[src/rtl/assert_macros.svh]
// ----------------------------------------------------------------------------
// assert_macros: assertion macros for the RTL files
// Each macro takes a label, the clock, the active-low reset, an antecedent and
// a consequent.
// ----------------------------------------------------------------------------
`ifndef ASSERT_MACROS_SVH
`define ASSERT_MACROS_SVH

`ifndef SYNTH

// The consequent holds in the same cycle as the antecedent.
`define ASSERT_SAME(lbl, clk, rst_n, ante, cons) \
  lbl: assert property (@(posedge clk) disable iff (!(rst_n)) (ante) |-> (cons)) \
    else $error("assertion failed");

// The consequent holds in the cycle after the antecedent.
`define ASSERT_NEXT(lbl, clk, rst_n, ante, cons) \
  lbl: assert property (@(posedge clk) disable iff (!(rst_n)) (ante) |=> (cons)) \
    else $error("assertion failed");

`else

`define ASSERT_SAME(lbl, clk, rst_n, ante, cons)
`define ASSERT_NEXT(lbl, clk, rst_n, ante, cons)

`endif

`endif

[src/rtl/gzhp_pkg.sv]
`timescale 1ns / 1ps
// ----------------------------------------------------------------------------
// gzhp_pkg: types and constants of the gzip header parser
// Phase and status codes, word structs and the parser state record.
// ----------------------------------------------------------------------------
package gzhp_pkg;

  localparam int OFFSET_BITS = 32;
  localparam int FIELD_BITS  = 16;
  localparam int LEN_BITS    = 32;

  localparam logic [7:0]  MAGIC0      = 8'h1f;
  localparam logic [7:0]  MAGIC1      = 8'h8b;
  localparam logic [7:0]  METHOD_DEFL = 8'h08;
  localparam logic [7:0]  FLG_RSVD    = 8'hE0;
  localparam logic [7:0]  FLG_EXTRA   = 8'h04;
  localparam logic [7:0]  FLG_NAME    = 8'h08;
  localparam logic [7:0]  FLG_COMMENT = 8'h10;
  localparam logic [7:0]  FLG_HCRC    = 8'h02;
  localparam logic [FIELD_BITS-1:0] FIXED_BYTES = FIELD_BITS'(6);

  typedef enum logic [3:0] {
    PH_MAGIC0 = 4'd0,
    PH_MAGIC1 = 4'd1,
    PH_METHOD = 4'd2,
    PH_FLAGS  = 4'd3,
    PH_FIXED  = 4'd4,
    PH_XLEN0  = 4'd5,
    PH_XLEN1  = 4'd6,
    PH_XDATA  = 4'd7,
    PH_NAME   = 4'd8,
    PH_COMM   = 4'd9,
    PH_HCRC0  = 4'd10,
    PH_HCRC1  = 4'd11,
    PH_DONE   = 4'd12
  } phase_t;

  typedef enum logic [1:0] {
    ST_OK     = 2'd0,
    ST_MAGIC  = 2'd1,
    ST_METHOD = 2'd2,
    ST_TRUNC  = 2'd3
  } status_t;

  typedef struct packed {
    logic       func;
    logic [7:0] data_byte;
    logic       new_stream;
  } in_word_t;

  typedef struct packed {
    logic [1:0]          status;
    logic [LEN_BITS-1:0] header_length;
    logic [4:0]          flag_bits;
  } out_word_t;

  typedef struct packed {
    phase_t                 phase;
    logic [FIELD_BITS-1:0]  field_count;
    logic [OFFSET_BITS-1:0] byte_offset;
    logic [7:0]             saved_flags;
    logic                   finished;
  } parse_state_t;

  // First optional section at or after the given phase that the flags ask for.
  function automatic phase_t next_section(input phase_t from, input logic [7:0] flags);
    phase_t ph;
    ph = PH_DONE;
    if (from <= PH_HCRC0 && (flags & FLG_HCRC) != 8'h00) ph = PH_HCRC0;
    if (from <= PH_COMM && (flags & FLG_COMMENT) != 8'h00) ph = PH_COMM;
    if (from <= PH_NAME && (flags & FLG_NAME) != 8'h00) ph = PH_NAME;
    if (from <= PH_XLEN0 && (flags & FLG_EXTRA) != 8'h00) ph = PH_XLEN0;
    return ph;
  endfunction

endpackage

[src/rtl/gzip_header_parser_core.sv]
`timescale 1ns / 1ps
// ----------------------------------------------------------------------------
// gzip_header_parser_core: gzip member header checker
// Takes a gzip stream one byte per word, checks the member header and gives
// one verdict word with status, header length and flag bits per stream.
// ----------------------------------------------------------------------------
//   channel | ports                        | word
//   input   | in_valid, in_ready, in_data  | func, data_byte, new_stream
//   output  | out_valid, out_ready, out_data | status, header_length, flag_bits
//
// One word is taken per cycle unless a stalled output holds it; a verdict passes through both registers.
// The input register feeds a single step of parsing logic, whose verdict lands
// in the output register. Reset clears the parser state and both valid flags.
// A stalled output holds the pipe; the input register still empties into the
// parser whenever the output register is free or being read.
// ----------------------------------------------------------------------------
`include "assert_macros.svh"

module gzip_header_parser_core (
  input  logic                clk,
  input  logic                rst_n,
  input  logic                in_valid,
  output logic                in_ready,
  input  gzhp_pkg::in_word_t  in_data,
  output logic                out_valid,
  input  logic                out_ready,
  output gzhp_pkg::out_word_t out_data
);
  import gzhp_pkg::*;

  logic         s1_valid_r;
  in_word_t     s1_word_r;
  parse_state_t state_r;
  parse_state_t state_nxt;
  logic         out_valid_r;
  out_word_t    out_word_r;
  logic         res_valid;
  out_word_t    res_word;
  logic         adv;

  gzhp_step u_step (
    .cur       (state_r),
    .item      (s1_word_r),
    .nxt       (state_nxt),
    .res_valid (res_valid),
    .res       (res_word)
  );

  assign adv      = s1_valid_r && (!out_valid_r || out_ready);
  assign in_ready = !s1_valid_r || adv;

  always_ff @(posedge clk) begin
    if (!rst_n) begin
      s1_valid_r        <= 1'b0;
      out_valid_r       <= 1'b0;
      state_r.phase       <= PH_MAGIC0;
      state_r.field_count <= '0;
      state_r.byte_offset <= '0;
      state_r.saved_flags <= '0;
      state_r.finished    <= 1'b0;
    end else begin
      if (in_ready) begin
        s1_valid_r <= in_valid;
      end
      if (adv) begin
        state_r     <= state_nxt;
        out_valid_r <= res_valid;
      end else if (out_ready) begin
        out_valid_r <= 1'b0;
      end
    end
  end

  always_ff @(posedge clk) begin
    if (in_ready && in_valid) begin
      s1_word_r <= in_data;
    end
    if (adv && res_valid) begin
      out_word_r <= res_word;
    end
  end

  assign out_valid = out_valid_r;
  assign out_data  = out_word_r;

  `ASSERT_NEXT(a_silent_after_verdict, clk, rst_n,
               adv && state_r.finished && !s1_word_r.new_stream, !out_valid_r)
  `ASSERT_NEXT(a_verdict_sets_finished, clk, rst_n, adv && res_valid, state_r.finished)
  `ASSERT_NEXT(a_ok_means_done, clk, rst_n,
               adv && res_valid && res_word.status == ST_OK, state_r.phase == PH_DONE)
  `ASSERT_NEXT(a_offset_grows, clk, rst_n, adv && !s1_word_r.new_stream,
               state_r.byte_offset >= $past(state_r.byte_offset))
  `ASSERT_SAME(a_stall_needs_word, clk, rst_n, !in_ready, s1_valid_r && out_valid_r)

endmodule

[src/rtl/gzhp_step.sv]
`timescale 1ns / 1ps
// ----------------------------------------------------------------------------
// gzhp_step: one parsing step
// Takes the parser state and one input word, gives the next state and the
// verdict word when this word settles the header.
// ----------------------------------------------------------------------------
module gzhp_step (
  input  gzhp_pkg::parse_state_t cur,
  input  gzhp_pkg::in_word_t     item,
  output gzhp_pkg::parse_state_t nxt,
  output logic                   res_valid,
  output gzhp_pkg::out_word_t    res
);
  import gzhp_pkg::*;

  logic    vd_valid;
  status_t vd_status;
  logic [63:0] off_ext;

  // Next state and verdict code.
  always_comb begin
    logic [7:0] b;
    logic       chk_done;
    b         = item.data_byte;
    chk_done  = 1'b0;
    nxt       = cur;
    vd_valid  = 1'b0;
    vd_status = ST_OK;
    if (item.new_stream) begin
      nxt.phase       = PH_MAGIC0;
      nxt.field_count = '0;
      nxt.byte_offset = '0;
      nxt.saved_flags = '0;
      nxt.finished    = 1'b0;
    end
    if (!nxt.finished) begin
      if (item.func) begin
        vd_valid  = 1'b1;
        vd_status = ST_TRUNC;
      end else begin
        if (nxt.byte_offset != {OFFSET_BITS{1'b1}}) begin
          nxt.byte_offset = nxt.byte_offset + OFFSET_BITS'(1);
        end
        case (nxt.phase)
          PH_MAGIC0: begin
            if (b != MAGIC0) begin
              vd_valid  = 1'b1;
              vd_status = ST_MAGIC;
            end else begin
              nxt.phase = PH_MAGIC1;
            end
          end
          PH_MAGIC1: begin
            if (b != MAGIC1) begin
              vd_valid  = 1'b1;
              vd_status = ST_MAGIC;
            end else begin
              nxt.phase = PH_METHOD;
            end
          end
          PH_METHOD: begin
            // A bad method is only marked here; the verdict waits for the flag byte.
            nxt.field_count = (b != METHOD_DEFL) ? FIELD_BITS'(1) : '0;
            nxt.phase       = PH_FLAGS;
          end
          PH_FLAGS: begin
            nxt.saved_flags = b;
            if (nxt.field_count != '0 || (b & FLG_RSVD) != 8'h00) begin
              vd_valid  = 1'b1;
              vd_status = ST_METHOD;
            end else begin
              nxt.field_count = '0;
              nxt.phase       = PH_FIXED;
            end
          end
          PH_FIXED: begin
            nxt.field_count = nxt.field_count + FIELD_BITS'(1);
            if (nxt.field_count >= FIXED_BYTES) begin
              nxt.field_count = '0;
              nxt.phase       = next_section(PH_XLEN0, nxt.saved_flags);
              chk_done        = 1'b1;
            end
          end
          PH_XLEN0: begin
            nxt.field_count = FIELD_BITS'(b);
            nxt.phase       = PH_XLEN1;
          end
          PH_XLEN1: begin
            nxt.field_count = {b, nxt.field_count[7:0]};
            nxt.phase       = (nxt.field_count != '0) ? PH_XDATA
                                                      : next_section(PH_NAME, nxt.saved_flags);
            chk_done        = 1'b1;
          end
          PH_XDATA: begin
            nxt.field_count = nxt.field_count - FIELD_BITS'(1);
            if (nxt.field_count == '0) begin
              nxt.phase = next_section(PH_NAME, nxt.saved_flags);
              chk_done  = 1'b1;
            end
          end
          PH_NAME: begin
            if (b == 8'h00) begin
              nxt.phase = next_section(PH_COMM, nxt.saved_flags);
              chk_done  = 1'b1;
            end
          end
          PH_COMM: begin
            if (b == 8'h00) begin
              nxt.phase = next_section(PH_HCRC0, nxt.saved_flags);
              chk_done  = 1'b1;
            end
          end
          PH_HCRC0: begin
            nxt.phase = PH_HCRC1;
          end
          PH_HCRC1: begin
            nxt.phase = PH_DONE;
            chk_done  = 1'b1;
          end
          default: begin
            nxt.phase = PH_DONE;
            chk_done  = 1'b1;
          end
        endcase
        if (chk_done && nxt.phase == PH_DONE) begin
          vd_valid  = 1'b1;
          vd_status = ST_OK;
        end
      end
      if (vd_valid) begin
        nxt.finished = 1'b1;
      end
    end
  end

  assign off_ext = 64'(nxt.byte_offset);

  // Verdict word.
  always_comb begin
    res_valid         = vd_valid;
    res.status        = vd_status;
    res.header_length = (off_ext > 64'h0000_0000_FFFF_FFFF) ? {LEN_BITS{1'b1}}
                                                          : off_ext[LEN_BITS-1:0];
    res.flag_bits     = nxt.saved_flags[4:0];
  end

endmodule

[config.mk]
export PLATFORM = sky130hd
export DESIGN_NAME = gzip_header_parser_core
export DESIGN_NICKNAME = d
export VERILOG_FILES = /design/src/rtl/gzhp_pkg.sv /design/src/rtl/gzip_header_parser_core.sv /design/src/rtl/gzhp_step.sv
export VERILOG_INCLUDE_DIRS = /design/src /design/src/rtl
export SDC_FILE = /design/constraint.sdc
export NUM_CORES = 1
export LEC_CHECK = 0
export BUFFER_PORTS_ARGS = -buffer_cell sky130_fd_sc_hd__buf_2
export CAP_MARGIN = 10
export CORE_ASPECT_RATIO = 1.5
export CORE_MARGIN = 5
export CORE_UTILIZATION = 36
export CTS_CLUSTER_DIAMETER = 200
export DETAILED_ROUTE_END_ITERATION = 8
export GPL_TIMING_DRIVEN = 0
export PLACE_DENSITY = 0.57
export SYNTH_ARGS = -nofsm -noshare
export SYNTH_HDL_FRONTEND = slang
export SYNTH_SLANG_ARGS = --single-unit
export TNS_END_PERCENT = 30
[constraint.sdc]
create_clock -name clk -period 15.7 [get_ports clk]
set_input_delay 1.57 -clock clk [delete_from_list [all_inputs] [get_ports clk]]
set_output_delay 1.57 -clock clk [all_outputs]
set_load 0.005 [all_outputs]
==> out/summary.json <==
{
  "place_area": {"value": 6895, "unit": "um2"},
  "synth-async-reset-ratio": {"value": 0, "unit": "%"},
  "initial_utilization": {"value": 36.43, "unit": "%"},
  "insertion_delay": {"value": 350, "unit": "ps"},
  "regToRegSetupSlack": {"value": 10060, "unit": "ps"},
  "setup_violations": {"value": 0},
  "critPathLaunchType": {"value": "flip-flop"},
  "final_design_area_no_fill": {"value": 7168, "unit": "um2"},
  "synth_top_area_cell": {"value": "sky130_fd_sc_hd__edfxtp_1"},
  "synth.area.top_cells": {"value": "sky130_fd_sc_hd__edfxtp_1, sky130_fd_sc_hd__dfxtp_1, sky130_fd_sc_hd__a21oi_1, sky130_fd_sc_hd__nor2_1, sky130_fd_sc_hd__o21ai_0"},
  "place.port_buffers": {"value": 54},
  "global_route_wire_length_before_repair": {"value": 29.63, "unit": "mm"},
  "placementRows": {"value": 59},
  "wl_per_cell": {"value": 18.77, "unit": "um"},
  "layout-drive-gt1-share": {"value": 13.65, "unit": "%"},
  "slew_headroom": {"value": 39.99, "unit": "%"},
  "register_bit_total_from_synthesis": {"value": 109},
  "cp.required": {"value": 15750, "unit": "ps"},
  "ant_nets": {"value": 0},
  "slew_viol_final": {"value": 0},
  "drt_pass1_iterations": {"value": 5},
  "wl": {"value": 19.13, "unit": "mm"},
  "max-cap-violations": {"value": 0},
  "place_ws": {"value": 10160, "unit": "ps"},
  "via_count": {"value": 5741},
  "cts_hold_repair.buffers": {"value": 0},
  "detailed_route_drc_error_count": {"value": 0},
  "p_per_area": {"value": 81.45, "unit": "nW/um2"},
  "status": {"value": "complete, no violations"},
  "antenna_violations_before_repair": {"value": 0},
  "final.setup.worst_slack": {"value": 10060, "unit": "ps"},
  "most_frequent_cells_in_the_layout": {"value": "sky130_fd_sc_hd__nor2_1, sky130_fd_sc_hd__nand2_1, sky130_fd_sc_hd__a21oi_1"},
  "cts_buffer_depth": {"value": 2},
  "dieHeight": {"value": 172.3, "unit": "um"},
  "skew": {"value": 14.46, "unit": "ps"},
  "post_synthesis_cell_type_count": {"value": 72},
  "syn_to_final_growth": {"value": 13.42, "unit": "%"},
  "dp_hpwl": {"value": 14.04, "unit": "mm"},
  "critical_path_peak_fanout": {"value": 22},
  "fill_cells": {"value": 1751},
  "groute.usage.overall": {"value": 18.39, "unit": "%"},
  "most_common_library_cell_in_the_layout_ignoring_fill_and_taps": {"value": "sky130_fd_sc_hd__nor2_1"},
  "globalRouteOverflowTotal": {"value": 0},
  "clk_transition_reported_paths": {"value": 80, "unit": "ps"},
  "ys_seq_area_share": {"value": 42.29, "unit": "%"},
  "worst_r2r_path_depth": {"value": 14},
  "synth.top_cell.area_share": {"value": 23.28, "unit": "%"},
  "reg2reg_to": {"value": "out_data[0]"},
  "power": {"value": 0.5839, "unit": "mW"},
  "timing.hold.ws": {"value": 490.4, "unit": "ps"},
  "num_antenna_cells": {"value": 0},
  "clock.fmax": {"value": 177.3, "unit": "MHz"},
  "multi_input_area": {"value": 3385, "unit": "um2"},
  "timing_worst_setup_path_type": {"value": "flip-flop to flip-flop"},
  "cp-end-kind": {"value": "flip-flop"},
  "reported_leakage_power": {"value": 2.388, "unit": "nW"},
  "largest_voltage_drop_on_the_vdd_net": {"value": 0.05038, "unit": "mV"},
  "period_minus_slack": {"value": 5640, "unit": "ps"},
  "rsz0062_at_grt": {"value": "false"},
  "hold_path_startpoint": {"value": "state_r[28]"},
  "tritoncts_clock_tree": {"value": "done"},
  "number_of_global_route_vias_before_repair": {"value": 5424},
  "hold_path_class": {"value": "flip-flop to flip-flop"},
  "drt_iter0_drc": {"value": 408},
  "postSynthCellCount": {"value": 736},
  "floorplan.core_area": {"value": 17350, "unit": "um2"},
  "maximum_number_of_pins_on_one_net_before_global_route_repair": {"value": 23},
  "area.sequential": {"value": 2673, "unit": "um2"},
  "routed_via_density": {"value": 5.634},
  "floorplan.io_pins": {"value": 55},
  "yosys_warnings": {"value": 0},
  "worst_r2r_startpoint": {"value": "s1_word_r[0]"},
  "nNetsFinal": {"value": 818},
  "synth-edff-count": {"value": 49},
  "post-cts-setup-buffer-count": {"value": 0},
  "post_synth.cell_area_avg": {"value": 8.587, "unit": "um2"},
  "hold_path_end": {"value": "state_r[28]"},
  "hold_depth": {"value": 2},
  "totalNegativeSetupSlack": {"value": 0, "unit": "ps"},
  "cts_buf_count": {"value": 9},
  "clock_sinks": {"value": 109},
  "finalCritPeriodShare": {"value": 35.92, "unit": "%"},
  "worst-endpoint-arrival": {"value": 5690, "unit": "ps"},
  "synth_ff_type": {"value": "sky130_fd_sc_hd__dfxtp_1"},
  "place.gp.congestion": {"value": 0.9191},
  "clock_tree.htree_level_count": {"value": 3},
  "netlist_area_pre_place": {"value": 6320, "unit": "um2"},
  "synthesis.nets": {"value": 752},
  "dieWidth": {"value": 118.2, "unit": "um"},
  "die_area": {"value": 20360, "unit": "um2"},
  "report.final.hold_viol_count": {"value": 0},
  "ctsResizeCount": {"value": 0},
  "clock_tree.root_cell": {"value": "sky130_fd_sc_hd__clkbuf_16"},
  "max_slew.worst_pin.slew": {"value": 900.1, "unit": "ps"}
}
## area by class of cell
type	count	share of cell area (%)
buffer	50	3.142
clock buffer	9	3.142
clock inverter	6	0.6633
inverter	13	0.6807
multi-input combinational	564	47.22
sequential	109	37.28
tap	213	3.718
timing repair buffer	55	4.154
## metal layers
layer  vias up  track usage (%)  share of wire [%]
li1       2799                -                  -
met1      2705            20.69                 39
met2       195            34.26                 52
met3        42            2.781                5.3
met4         0            8.084                3.2
met5         -                0                  0
## flip-flops by register name, summed over array words and instances (netlist names)
signal      count
s1_word_r      10
s1_valid_r      1
out_valid       1
state_r        58
out_data       39
## critical path, cell delays in order, from the launching register on
cell and delay (ps):
sky130_fd_sc_hd__edfxtp_1 570, sky130_fd_sc_hd__inv_1 270, sky130_fd_sc_hd__clkbuf_1 490, sky130_fd_sc_hd__clkbuf_1 550, sky130_fd_sc_hd__clkbuf_1 630, sky130_fd_sc_hd__nand2_1 180, sky130_fd_sc_hd__ha_1 340, sky130_fd_sc_hd__inv_1 50
sky130_fd_sc_hd__a2111oi_0 430, sky130_fd_sc_hd__a21oi_1 180, sky130_fd_sc_hd__a22oi_2 300, sky130_fd_sc_hd__a2111oi_1 190, sky130_fd_sc_hd__o2bb2ai_1 250, sky130_fd_sc_hd__a21oi_4 620, sky130_fd_sc_hd__buf_16 240
## power by group
group          leakage (nW)  switching [mW]  internal (mW)  total [mW]
logic                  1.33          0.0358         0.0167      0.0525
clock network         0.126           0.113          0.109       0.221
registers             0.929         0.00546          0.305       0.310
total                  2.39           0.154          0.430       0.584
## how the worst max path moves through the flow
| stage | start | depth (start not counted) | to |
|---|---|---|---|
| 5_1_grt | s1_word_r[0] | 14 | out_data[0] |
| 3_3_place_gp | s1_word_r[0] | 13 | out_data[0] |
| 4_1_cts | s1_word_r[0] | 14 | out_data[0] |
| 6_report | s1_word_r[0] | 14 | out_data[0] |
| 3_5_place_dp | s1_word_r[0] | 14 | out_data[0] |
| 2_1_floorplan | s1_word_r[0] | 13 | out_data[0] |
## cells in the mapped netlist (4+ instances only)
| master | number |
|---|---|
| sky130_fd_sc_hd__a22oi_1 | 4 |
| sky130_fd_sc_hd__buf_2 | 9 |
| sky130_fd_sc_hd__a222oi_1 | 5 |
| sky130_fd_sc_hd__dfxtp_1 | 60 |
| sky130_fd_sc_hd__o21a_1 | 4 |
| sky130_fd_sc_hd__nor3_1 | 16 |
| sky130_fd_sc_hd__and3_1 | 9 |
| sky130_fd_sc_hd__nand3_1 | 25 |
| sky130_fd_sc_hd__and4_1 | 7 |
| sky130_fd_sc_hd__nor3b_1 | 4 |
| sky130_fd_sc_hd__nor2b_1 | 19 |
| sky130_fd_sc_hd__or4_1 | 7 |
| sky130_fd_sc_hd__clkbuf_1 | 35 |
| sky130_fd_sc_hd__a21boi_0 | 6 |
| sky130_fd_sc_hd__or3_1 | 18 |
| sky130_fd_sc_hd__mux2i_1 | 5 |
| sky130_fd_sc_hd__nand2b_1 | 7 |
| sky130_fd_sc_hd__nand2_1 | 75 |
| sky130_fd_sc_hd__or2_2 | 5 |
| sky130_fd_sc_hd__inv_1 | 13 |
| sky130_fd_sc_hd__nand4_1 | 10 |
| sky130_fd_sc_hd__xnor2_1 | 30 |
| sky130_fd_sc_hd__edfxtp_1 | 49 |
| sky130_fd_sc_hd__a41oi_1 | 4 |
| sky130_fd_sc_hd__and2_1 | 14 |
| sky130_fd_sc_hd__nor2_1 | 79 |
| sky130_fd_sc_hd__a31oi_1 | 15 |
| sky130_fd_sc_hd__a21oi_1 | 67 |
| sky130_fd_sc_hd__xor2_1 | 7 |
| sky130_fd_sc_hd__nor4_1 | 6 |
| sky130_fd_sc_hd__o21ai_0 | 59 |
## cells by family (layout without fill, tap and decap cells)
| kind of cell | Yosys count | after routing | share of synthesized area [%] |
|---|---|---|---|
| and+or+nand+nor | 316 | 316 | 26.35 |
| AOI/OAI and AO/OA | 203 | 203 | 20.53 |
| DFF | 109 | 109 | 42.29 |
| buffers and inverters | 63 | 133 | 4.336 |
| xor gates and xnor gates | 37 | 37 | 5.128 |
| muxes | 6 | 6 | 0.9701 |
| adders and majority gates | 2 | 2 | 0.3959 |
## stage by stage
stage	utilization, %	cells
2_1_floorplan	-	736
3_3_place_gp	39.52	1003
3_5_place_dp	39.75	1004
4_1_cts	41.32	1019
5_1_grt	41.32	1019
6_report	41.32	1019
No activity file was read; power rests on OpenSTA's default activity.
